`src/lfu_pkg.sv`:
```
// shared constants, types and structs of the lfu cache
package lfu_pkg;

  localparam int ENTRIES = 16;
  localparam int IDX_W   = (ENTRIES > 1) ? $clog2(ENTRIES) : 1;
  localparam int CNT_W   = $clog2(ENTRIES + 1);
  localparam int CFG_W   = 5;
  localparam int KEY_W   = 32;
  localparam int USE_W   = 31;
  localparam int STAMP_W = 48;
  localparam int CMP_W   = (CNT_W > CFG_W) ? CNT_W : CFG_W;

  localparam logic [CFG_W-1:0] CAP_RESET = CFG_W'(16);
  localparam logic [USE_W-1:0] USES_MAX  = '1;
  localparam logic [KEY_W-1:0] NOT_FOUND = '1;

  localparam logic MODE_GET = 1'b0;
  localparam logic MODE_PUT = 1'b1;

  typedef enum logic [1:0] {
    ST_IDLE,
    ST_SCAN,
    ST_UPDATE
  } state_e;

  // one entry as read from the store
  typedef struct packed {
    logic               valid;
    logic [KEY_W-1:0]   key;
    logic [KEY_W-1:0]   value;
    logic [USE_W-1:0]   uses;
    logic [STAMP_W-1:0] stamp;
  } entry_t;

  // store write port: one entry update plus one invalidate
  typedef struct packed {
    logic               en;
    logic               kv_en;
    logic               set_valid;
    logic [IDX_W-1:0]   idx;
    logic [KEY_W-1:0]   key;
    logic [KEY_W-1:0]   value;
    logic [USE_W-1:0]   uses;
    logic [STAMP_W-1:0] stamp;
    logic               inv_en;
    logic [IDX_W-1:0]   inv_idx;
  } store_wr_t;

  // outcome of one full scan
  typedef struct packed {
    logic             hit;
    logic [IDX_W-1:0] hit_idx;
    logic [KEY_W-1:0] hit_value;
    logic [USE_W-1:0] hit_uses;
    logic             vic;
    logic [IDX_W-1:0] vic_idx;
    logic [KEY_W-1:0] vic_key;
    logic             free;
    logic [IDX_W-1:0] free_idx;
    logic [CNT_W-1:0] count;
  } scan_res_t;

endpackage

```
`src/lfu_store.sv`:
```
// entry storage: valid bits, keys, values, use counts and touch stamps
module lfu_store (
  input  logic                      clk_i,
  input  logic                      rst_ni,
  input  logic [lfu_pkg::IDX_W-1:0] rd_idx_i,
  output lfu_pkg::entry_t           rd_o,
  input  lfu_pkg::store_wr_t        wr_i
);

  logic                        valid_q [lfu_pkg::ENTRIES];
  logic [lfu_pkg::KEY_W-1:0]   key_q   [lfu_pkg::ENTRIES];
  logic [lfu_pkg::KEY_W-1:0]   value_q [lfu_pkg::ENTRIES];
  logic [lfu_pkg::USE_W-1:0]   uses_q  [lfu_pkg::ENTRIES];
  logic [lfu_pkg::STAMP_W-1:0] stamp_q [lfu_pkg::ENTRIES];

  always_ff @(posedge clk_i or negedge rst_ni) begin
    if (!rst_ni) begin
      for (int i = 0; i < lfu_pkg::ENTRIES; i++) begin
        valid_q[i] <= 1'b0;
      end
    end else begin
      // invalidate first so a set on the same slot wins
      if (wr_i.inv_en) begin
        valid_q[wr_i.inv_idx] <= 1'b0;
      end
      if (wr_i.en && wr_i.set_valid) begin
        valid_q[wr_i.idx] <= 1'b1;
      end
    end
  end

  always_ff @(posedge clk_i) begin
    if (wr_i.en) begin
      uses_q[wr_i.idx]  <= wr_i.uses;
      stamp_q[wr_i.idx] <= wr_i.stamp;
      if (wr_i.kv_en) begin
        key_q[wr_i.idx]   <= wr_i.key;
        value_q[wr_i.idx] <= wr_i.value;
      end
    end
  end

  assign rd_o.valid = valid_q[rd_idx_i];
  assign rd_o.key   = key_q[rd_idx_i];
  assign rd_o.value = value_q[rd_idx_i];
  assign rd_o.uses  = uses_q[rd_idx_i];
  assign rd_o.stamp = stamp_q[rd_idx_i];

endmodule

```
`src/lfu_scan.sv`:
```
// shared compare unit: key match, victim search and free slot, one entry a cycle while step_i is high
module lfu_scan (
  input  logic                      clk_i,
  input  logic                      rst_ni,
  input  logic                      clear_i,
  input  logic                      step_i,
  input  logic [lfu_pkg::IDX_W-1:0] idx_i,
  input  logic [lfu_pkg::KEY_W-1:0] key_i,
  input  lfu_pkg::entry_t           entry_i,
  output lfu_pkg::scan_res_t        res_o
);

  lfu_pkg::scan_res_t          res_q, res_d;
  logic [lfu_pkg::STAMP_W-1:0] best_stamp_q, best_stamp_d;
  logic [lfu_pkg::USE_W-1:0]   best_uses_q, best_uses_d;
  logic                        older;

  // lower count first, then older stamp, in one wide compare
  assign older = {entry_i.uses, entry_i.stamp} < {best_uses_q, best_stamp_q};

  always_comb begin
    res_d        = res_q;
    best_uses_d  = best_uses_q;
    best_stamp_d = best_stamp_q;
    if (clear_i) begin
      res_d = '0;
    end else if (step_i) begin
      if (entry_i.valid) begin
        res_d.count = res_q.count + 1'b1;
        if (entry_i.key == key_i && !res_q.hit) begin
          res_d.hit       = 1'b1;
          res_d.hit_idx   = idx_i;
          res_d.hit_value = entry_i.value;
          res_d.hit_uses  = entry_i.uses;
        end
        if (!res_q.vic || older) begin
          res_d.vic     = 1'b1;
          res_d.vic_idx = idx_i;
          res_d.vic_key = entry_i.key;
          best_uses_d   = entry_i.uses;
          best_stamp_d  = entry_i.stamp;
        end
      end else if (!res_q.free) begin
        res_d.free     = 1'b1;
        res_d.free_idx = idx_i;
      end
    end
  end

  always_ff @(posedge clk_i or negedge rst_ni) begin
    if (!rst_ni) begin
      res_q <= '0;
    end else begin
      res_q <= res_d;
    end
  end

  always_ff @(posedge clk_i) begin
    best_uses_q  <= best_uses_d;
    best_stamp_q <= best_stamp_d;
  end

  assign res_o = res_q;

endmodule

```
`src/lfu_cache_replacement.sv`:
```
// top level of the lfu key-value cache: sequencer, config register, result port
//
// usage
// - command channel: an item (mode_i, lookup_key_i, write_value_i) is taken at a
//   rising edge with start high and busy low; mode 0 is a get, mode 1 a put
// - busy stays high from the accept edge through the scan, one entry per cycle
//   through the shared compare unit, and then through the update state that
//   writes the chosen slot
// - the result shows for one cycle with done_o high, in the cycle after the
//   update; busy is already low then, so the next item may start in that cycle
// - items do not overlap: a new item is taken only after the last one has passed its update
// - the receiver cannot stall: each result is taken at the edge ending its cycle
// - config channel: cfg_data_i sets capacity_in_use at an edge with cfg_valid_i
//   and cfg_ready_o high; ready is low while an item is at work
// - reset: all slots invalid, touch counter zero, capacity 16, no result pending;
//   no clearing pass, the valid bits clear at once
module lfu_cache_replacement (
  input  logic                      clk_i,
  input  logic                      rst_ni,
  // command channel
  input  logic                      start,
  output logic                      busy,
  input  logic                      mode_i,
  input  logic [lfu_pkg::KEY_W-1:0] lookup_key_i,
  input  logic [lfu_pkg::KEY_W-1:0] write_value_i,
  // result channel
  output logic                      done_o,
  output logic                      found_o,
  output logic [lfu_pkg::KEY_W-1:0] read_value_o,
  output logic                      evicted_o,
  output logic [lfu_pkg::KEY_W-1:0] evicted_key_o,
  // config channel
  input  logic                      cfg_valid_i,
  output logic                      cfg_ready_o,
  input  logic [lfu_pkg::CFG_W-1:0] cfg_data_i
);

  lfu_pkg::state_e               state_q, state_d;
  logic [lfu_pkg::IDX_W-1:0]     idx_q, idx_d;
  logic                          mode_q;
  logic [lfu_pkg::KEY_W-1:0]     key_q, val_q;
  logic [lfu_pkg::CFG_W-1:0]     cap_q;
  logic [lfu_pkg::STAMP_W-1:0]   touch_q, touch_d;

  // result registers
  logic                          done_q, done_d;
  logic                          found_q, found_d;
  logic [lfu_pkg::KEY_W-1:0]     rd_q, rd_d;
  logic                          ev_q, ev_d;
  logic [lfu_pkg::KEY_W-1:0]     evk_q, evk_d;

  logic                          accept;
  logic                          scan_clear, scan_step;
  lfu_pkg::entry_t               entry;
  lfu_pkg::scan_res_t            res;
  lfu_pkg::store_wr_t            wr;

  logic [lfu_pkg::CMP_W-1:0]     cap_ext, cap_eff, cnt_ext;
  logic [lfu_pkg::USE_W-1:0]     uses_inc;
  logic                          do_evict, do_insert;
  logic [lfu_pkg::IDX_W-1:0]     ins_idx;

  assign accept      = start && !busy;
  assign busy        = (state_q != lfu_pkg::ST_IDLE);
  assign cfg_ready_o = !busy;

  lfu_store u_store (
    .clk_i    (clk_i),
    .rst_ni   (rst_ni),
    .rd_idx_i (idx_q),
    .rd_o     (entry),
    .wr_i     (wr)
  );

  lfu_scan u_scan (
    .clk_i    (clk_i),
    .rst_ni   (rst_ni),
    .clear_i  (scan_clear),
    .step_i   (scan_step),
    .idx_i    (idx_q),
    .key_i    (key_q),
    .entry_i  (entry),
    .res_o    (res)
  );

  // capacity above the entry count acts as the entry count
  assign cap_ext  = lfu_pkg::CMP_W'(cap_q);
  assign cap_eff  = (cap_ext > lfu_pkg::CMP_W'(lfu_pkg::ENTRIES)) ?
                    lfu_pkg::CMP_W'(lfu_pkg::ENTRIES) : cap_ext;
  assign cnt_ext  = lfu_pkg::CMP_W'(res.count);

  // saturating use count of the hit entry
  assign uses_inc = (res.hit_uses == lfu_pkg::USES_MAX) ?
                    res.hit_uses : res.hit_uses + 1'b1;

  // a store at its capacity gives up its victim; the new entry takes the lower of
  // the victim slot and the first free slot
  assign do_evict  = (cnt_ext >= cap_eff) && res.vic;
  assign do_insert = do_evict || res.free;
  assign ins_idx   = (do_evict && !(res.free && (res.free_idx < res.vic_idx))) ?
                     res.vic_idx : res.free_idx;

  always_comb begin
    state_d    = state_q;
    idx_d      = idx_q;
    touch_d    = touch_q;
    scan_clear = 1'b0;
    scan_step  = 1'b0;
    wr         = '0;
    done_d     = 1'b0;
    found_d    = found_q;
    rd_d       = rd_q;
    ev_d       = ev_q;
    evk_d      = evk_q;

    case (state_q)
      lfu_pkg::ST_IDLE: begin
        if (start) begin
          scan_clear = 1'b1;
          idx_d      = '0;
          state_d    = lfu_pkg::ST_SCAN;
        end
      end

      lfu_pkg::ST_SCAN: begin
        scan_step = 1'b1;
        if (idx_q == lfu_pkg::IDX_W'(lfu_pkg::ENTRIES - 1)) begin
          state_d = lfu_pkg::ST_UPDATE;
        end else begin
          idx_d = idx_q + 1'b1;
        end
      end

      lfu_pkg::ST_UPDATE: begin
        state_d = lfu_pkg::ST_IDLE;
        done_d  = 1'b1;
        found_d = res.hit;
        rd_d    = '0;
        ev_d    = 1'b0;
        evk_d   = '0;
        if (mode_q == lfu_pkg::MODE_GET) begin
          if (res.hit) begin
            rd_d     = res.hit_value;
            wr.en    = 1'b1;
            wr.idx   = res.hit_idx;
            wr.uses  = uses_inc;
            wr.stamp = touch_q;
            touch_d  = touch_q + 1'b1;
          end else begin
            rd_d = lfu_pkg::NOT_FOUND;
          end
        end else if (cap_q != '0) begin
          if (res.hit) begin
            // overwrite in place, counts as a use
            wr.en    = 1'b1;
            wr.kv_en = 1'b1;
            wr.idx   = res.hit_idx;
            wr.key   = key_q;
            wr.value = val_q;
            wr.uses  = uses_inc;
            wr.stamp = touch_q;
            touch_d  = touch_q + 1'b1;
          end else begin
            if (do_evict) begin
              ev_d       = 1'b1;
              evk_d      = res.vic_key;
              wr.inv_en  = 1'b1;
              wr.inv_idx = res.vic_idx;
            end
            if (do_insert) begin
              wr.en        = 1'b1;
              wr.kv_en     = 1'b1;
              wr.set_valid = 1'b1;
              wr.idx       = ins_idx;
              wr.key       = key_q;
              wr.value     = val_q;
              wr.uses      = lfu_pkg::USE_W'(1);
              wr.stamp     = touch_q;
              touch_d      = touch_q + 1'b1;
            end
          end
        end
      end

      default: begin
        state_d = lfu_pkg::ST_IDLE;
      end
    endcase
  end

  // control state
  always_ff @(posedge clk_i or negedge rst_ni) begin
    if (!rst_ni) begin
      state_q <= lfu_pkg::ST_IDLE;
      idx_q   <= '0;
      touch_q <= '0;
      cap_q   <= lfu_pkg::CAP_RESET;
      done_q  <= 1'b0;
    end else begin
      state_q <= state_d;
      idx_q   <= idx_d;
      touch_q <= touch_d;
      done_q  <= done_d;
      if (cfg_valid_i && cfg_ready_o) begin
        cap_q <= cfg_data_i;
      end
    end
  end

  // item payload and result payload
  always_ff @(posedge clk_i) begin
    if (accept) begin
      mode_q <= mode_i;
      key_q  <= lookup_key_i;
      val_q  <= write_value_i;
    end
    found_q <= found_d;
    rd_q    <= rd_d;
    ev_q    <= ev_d;
    evk_q   <= evk_d;
  end

  assign done_o        = done_q;
  assign found_o       = found_q;
  assign read_value_o  = rd_q;
  assign evicted_o     = ev_q;
  assign evicted_key_o = evk_q;

endmodule

```
`config.mk`:
```
export PLATFORM = sky130hd
export DESIGN_NAME = lfu_cache_replacement
export DESIGN_NICKNAME = d
export VERILOG_FILES = /design/src/lfu_pkg.sv /design/src/lfu_store.sv /design/src/lfu_scan.sv /design/src/lfu_cache_replacement.sv
export SDC_FILE = /design/constraint.sdc
export NUM_CORES = 2
export LEC_CHECK = 0
export ABC_AREA = 1
export BUFFER_PORTS_ARGS = -buffer_cell sky130_fd_sc_hd__clkbuf_2
export CAP_MARGIN = 30
export CORE_MARGIN = 3
export CORE_UTILIZATION = 65
export DETAILED_ROUTE_END_ITERATION = 10
export PLACE_DENSITY = 0.82
export SLEW_MARGIN = 20
export SYNTH_ARGS = -nofsm -noshare
export SYNTH_HDL_FRONTEND = slang
export SYNTH_SLANG_ARGS = --single-unit
```
`constraint.sdc`:
```
create_clock -name clk_i -period 23.5 [get_ports clk_i]
set_input_delay 5.875 -clock clk_i [delete_from_list [all_inputs] [get_ports clk_i]]
set_output_delay 5.875 -clock clk_i [all_outputs]
set_load 0.05 [all_outputs]
```
* Word-level counts from Yosys, hierarchy flattened
Memories as Yosys holds them, arrays and structs flattened. Cells that the tools add are included. W data, S select, Z words.
Cells by class: divide/modulo/power cells 0, multiplexer cells 59, bitwise operators 10, reduce and logical (&&, ||, !) cells 35, shifts and indexed selects 0, equal/unequal tests 12, order comparisons 9, $mul 0, add/sub/neg operators 4
Operators with widths (number):
- $mux W155 | 2
- $mux W48 | 5
- $mux W115 | 2
- $mux W79 | 2
- $mux W150 | 1
- $mux W147 | 1
- $mux W105 | 1
- $lt A79 B79 Y1 | 1
- $mux W68 | 1
- $mux W64 | 1
- $add A48 B1 Y48 const B | 1
- $mux W37 | 1
- $eq A32 B32 Y1 | 1
- $mux W16 | 2
- $mux W32 | 1
- $add A31 B1 Y31 const B | 1
- $eq A31 B31 Y1 const B | 1
- $mux W31 | 1
- $mux W5 | 6
- $mux W4 | 6
- $mux W1 | 17
- $and A16 B16 Y16 | 1
- $not A16 Y16 | 1
- $or A16 B16 Y16 | 1
- other kinds (31) | 71
Word-level totals: memories 4, output and inout bits 69, bits in read-only memories 0, bits in writable memories 2288, latch bits 0, register bits after elaboration 401
Memory list:
- u_store.stamp_q | depth 16, bits a word 48, read ports 1, clocked after memory_dff 0, write ports 1, RTL line lfu_store.sv:14 | logic [lfu_pkg::STAMP_W-1:0] stamp_q [lfu_pkg::ENTRIES];
- u_store.key_q | depth 16, bits a word 32, read ports 1, clocked after memory_dff 0, write ports 1, RTL line lfu_store.sv:11 | logic [lfu_pkg::KEY_W-1:0] key_q [lfu_pkg::ENTRIES];
- u_store.value_q | depth 16, bits a word 32, read ports 1, clocked after memory_dff 0, write ports 1, RTL line lfu_store.sv:12 | logic [lfu_pkg::KEY_W-1:0] value_q [lfu_pkg::ENTRIES];
- u_store.uses_q | depth 16, bits a word 31, read ports 1, clocked after memory_dff 0, write ports 1, RTL line lfu_store.sv:13 | logic [lfu_pkg::USE_W-1:0] uses_q [lfu_pkg::ENTRIES];

* Depth between registers and ports, before layout
word-level depth 21, gate-level depth with buffers 30

* Modules after synthesis
A second synthesis with hierarchy kept.
Second synthesis, totals: cell total of the unflattened synthesis 11005, area, all modules 116081.3 um^2
Modules (own cells, without submodules):
- lfu_store | cells an instance 8596, area each 95814.4 um^2, times used 1
- lfu_cache_replacement | cells an instance 1384, area each 10697.8 um^2, times used 1
- lfu_scan | cells an instance 1025, area each 9569.2 um^2, times used 1

* Worst setup path after synthesis
Ideal clock, no wire load.
path kind reg2reg, from register state_q[0], to memory u_store.stamp_q[0][0] in the netlist's numbering (enable), library setup time 613 ps, buffers on the path 1, stages on the path, launching flop included 9, data arrival time 8328 ps, path slack 14560 ps, cells stage by stage dfrtp_1 -> inv_1 -> nand2_1 -> inv_1 -> o21ai_0 -> a21oi_1 -> nand2_1 -> clkbuf_1 -> nor3_1
Between the ends: word-level cells in the longest chain between the ends 4
RTL lines:
- start: declaration | RTL line lfu_cache_replacement.sv:38 | lfu_pkg::state_e state_q, state_d;
- start signal: assignment | RTL line lfu_cache_replacement.sv:194 | state_q <= lfu_pkg::ST_IDLE;
- start signal: assignment | RTL line lfu_cache_replacement.sv:200 | state_q <= state_d;
- $eq A2 B2 Y1 (*) | RTL line lfu_cache_replacement.sv:116 | case (state_q)
- $mux W155 (*) | RTL line lfu_cache_replacement.sv:116
- $mux W1 | RTL line lfu_store.sv:33 | if (wr_i.en) begin
- $mux W1 (not written as such) | RTL line lfu_store.sv:35 | stamp_q[wr_i.idx] <= wr_i.stamp;
- end: declaration | RTL line lfu_store.sv:14
Every way passes the cells marked *; elsewhere a longest branch is shown, timed or not.

==> impl_metrics.csv <==
group,metric,value,unit
power_and_ir_drop,irDropWorstVdd,0.145,mV
synth,async_flop_share,7.10,%
synth,ys.flop_type,"edfxtp_1",
worst_setup_path,path_max_fanout,101,
placement,place_ws,15.23,ns
global_routing,grt_max_degree,233,
route,met3_length,48100,µm
worst_setup_path,cpMostUsedCell,"nand2_1",
outcome,outcome,"completed",
clocking,root_buffer,"clkbuf_16",
hold_path,worstHoldPathType,"flop to flop",
clocking,cts.sinks,2689,
floorplanning,ioPinCount,143,
power_and_ir_drop,p_total,14000,µW
global_routing,grt_overflow,0,
sta,fmax,118,MHz
floorplanning,die_area,172000,µm²
global_routing,grt_pass1_wl,444000,µm
sta,final.setup.tns,0,ns
cells_and_area,num-nets-final,8813,
route,wl_met2,135000,µm
power_and_ir_drop,leakagePower,0.0417,µW
route,routed_wl,301000,µm
run,maxCapViolations,0,
sta,slew_violations,0,
clocking,cts_max_level,4,
worst_setup_path,slowest_stage,"buf_4",
cells_and_area,layout_commonest_cell,"edfxtp_1",
route,first_pass_iters,7,
global_routing,grt_usage,34.1,%
sta,post-route-period-util,36.0,%
worst_setup_path,cpPeakStageDelay,0.78,ns
cells_and_area,synthToLayoutAreaGrowth,10.4,%
synth,synth_area,109000,µm²
floorplanning,fp.dieH,415,µm
sta,setup_viol,0,
sta,layout_setup_ws,15.04,ns
worst_setup_path,path_class,"flop to flop",
synth,synth_nets,8775,
clocking,cts_tree,"built",
cells_and_area,final_cell_mix,"edfxtp_1, nor2_1, o21ai_0, nand2_1, nand3_1",
synth,yosysWarnings,0,
synth,ys_ff_latch,2689,
global_routing,antenna_found_initial,10,
route,vias,75376,
clocking,post_cts_resized,0,
worst_setup_path,cp.arrival,8.95,ns
route,wl_met1,105000,µm
power_and_ir_drop,powerDensity,116,nW/µm²
synth,avgSynthCellArea,12.6,µm²
floorplanning,std_cell_rows,149,
placement,port_buffers,142,
clocking,clock_latency,0.88,ns
clocking,cts_setup_buffers,0,
clocking,cts_hold_buf,0,
sta,finalCriticalPeriod,8.46,ns
synth,synthCells,8611,
route,drtIter0Drc,14681,
sta,clock_skew,0.0384,ns
worst_setup_path,crit_chain,"inv_8 -> buf_4 -> buf_4 -> o21ai_0 -> o22ai_1 -> nor2_1 -> o32ai_1 -> ha_1 -> a21oi_1 -> o21ai_0 -> nand2_1 -> o211ai_1 -> nand2_1 -> nand3_1 -> nand2_1 -> nand3_1 -> nor2_1 -> nand2_1 -> nand2_2 -> nand2_2 -> inv_4 -> buf_4",
route,routed.top_layer,"met5",
floorplanning,start_util,65.6,%
sta,max_slew_margin,25.5,%
placement,finalWeightedCongestion,0.940,
clocking,clockBufferDepth,3,
route,drc,0,
synth,synth-edff-count,2498,
floorplanning,die_w,415,µm
sta,worst_pin_slew,1.11,ns
sta,hold_viol_final,0,
sta,rsz0062_at_grt,"no",
global_routing,grt_pass1_vias,71791,
worst_setup_path,cp-start-kind,"flop",
clocking,path_clk_slew,0.06,ns
route,drt-wirelength-per-cell,27.3,µm
cells_and_area,drive_gt1_share,8.77,%
placement,hpwl,159000,µm
synth,ys_types,47,
clocking,numCtsBuffers,241,
worst_setup_path,cp-end-kind,"flop",
synth,synth-seq-area-share,73.4,%
floorplanning,core_area,166000,µm²
route,via_per_inst,6.82,
worst_setup_path,worstPathRequired,23.99,ns
route,drtAntennaViolNets,0,
registers in the layout (all words and copies together), names as in the netlist, 16 cells and up:
register,cells
u_scan.best_stamp_q,48
read_value_o,32
key_q,32
u_store.valid_q,16
u_scan.res_o,115
u_store.uses_q,496
u_store.stamp_q,768
u_store.value_q,512
u_store.key_q,512
val_q,32
touch_q,48
evicted_key_o,32
u_scan.best_uses_q,31
synthesized netlist by cell type (all sizes together), types with 167 or more instances:
master	count	area (µm²)
buf	224	1200
o21ai	1250	6260
edfxtp	2498	75000
dfrtp	190	4750
inv	363	1370
nor2	1558	5860
o22ai	267	1670
o211ai	167	1250
nand2	682	2570
nand3	456	2280
clkbuf	326	1220
o221ai	221	1940
per-layer routing:
metal / vias up / global-route usage (%)
met5: - / 0
met4: 12 / 14.3
met3: 961 / 9.47
met2: 6632 / 50.8
met1: 36219 / 48.1
li1: 31552 / -
final timing paths:
path	from	endpoint	slack, ns	depth (start not counted)
max reg2reg	idx_q[1]$_DFFE_PN0P_	u_scan.best_uses_q[20]$_DFFE_PP_	15.04	22
min reg2reg	touch_q[21]$_DFFE_PN0P_	touch_q[21]$_DFFE_PN0P_	0.48	1
min in group asynchronous	rst_ni	touch_q[39]$_DFFE_PN0P_	5.00	1
max in group asynchronous	rst_ni	idx_q[3]$_DFFE_PN0P_	16.37	4
max	idx_q[1]$_DFFE_PN0P_	u_scan.best_uses_q[20]$_DFFE_PP_	15.04	22
min	touch_q[21]$_DFFE_PN0P_	touch_q[21]$_DFFE_PN0P_	0.48	1
critical path, delay by kind of cell (launching register included):
family,cells,cell delay [ns]
AND/OR/NAND/NOR,10,2.31
buffers and inverters,5,3.19
AO/OA/AOI/OAI,6,1.32
adder cells (fa/ha/maj),1,0.34
flip-flops,1,0.71
kinds of logic (layout without fill, tap and decap cells):
family | after synthesis | in the layout | synth area share, %
AND/OR/NAND/NOR | 2835 | 2835 | 10.6
flip-flops | 2689 | 2689 | 73.4
AO/OA/AOI/OAI | 1999 | 1999 | 10.7
buffers and inverters | 916 | 1168 | 3.50
adder cells (fa/ha/maj) | 90 | 90 | 1.04
XOR/XNOR | 61 | 61 | 0.492
multiplexers | 21 | 21 | 0.198
other | 0 | 1 | 0
cell type report:
class                           instances  area (µm²)
Fill cell                            9759       45600
Sequential cell                      2689       79800
Multi-Input combinational cell       5006       25300
Inverter                              366        1420
Antenna cell                            1        2.50
Clock buffer                          314        6570
Timing Repair Buffer                  345        2580
Tap cell                             2189        2740
Clock inverter                        143        1560
power breakdown:
part | total [µW] | leakage [µW] | switching, µW | internal [µW]
clock network | 4030 | 0.00397 | 1730 | 2300
registers | 5530 | 0.0254 | 130 | 5400
logic | 4420 | 0.0123 | 3240 | 1180
total | 14000 | 0.0417 | 5100 | 8880
stage by stage:
step | instance area [µm²] | instances | hold WS (ns) | utilization (%)
3_5_place_dp | 111000 | 10540 | 0.460 | 67.2
4_1_cts | 119000 | 10997 | 0.470 | 72.1
6_report | 120000 | 11053 | 0.475 | 72.5
5_1_grt | 120000 | 11052 | 0.489 | 72.5
2_1_floorplan | 109000 | 8611 | 0.423 | -
3_3_place_gp | 111000 | 10528 | 0.455 | 67.1
Note: power is estimated with default switching activity, not from simulation.
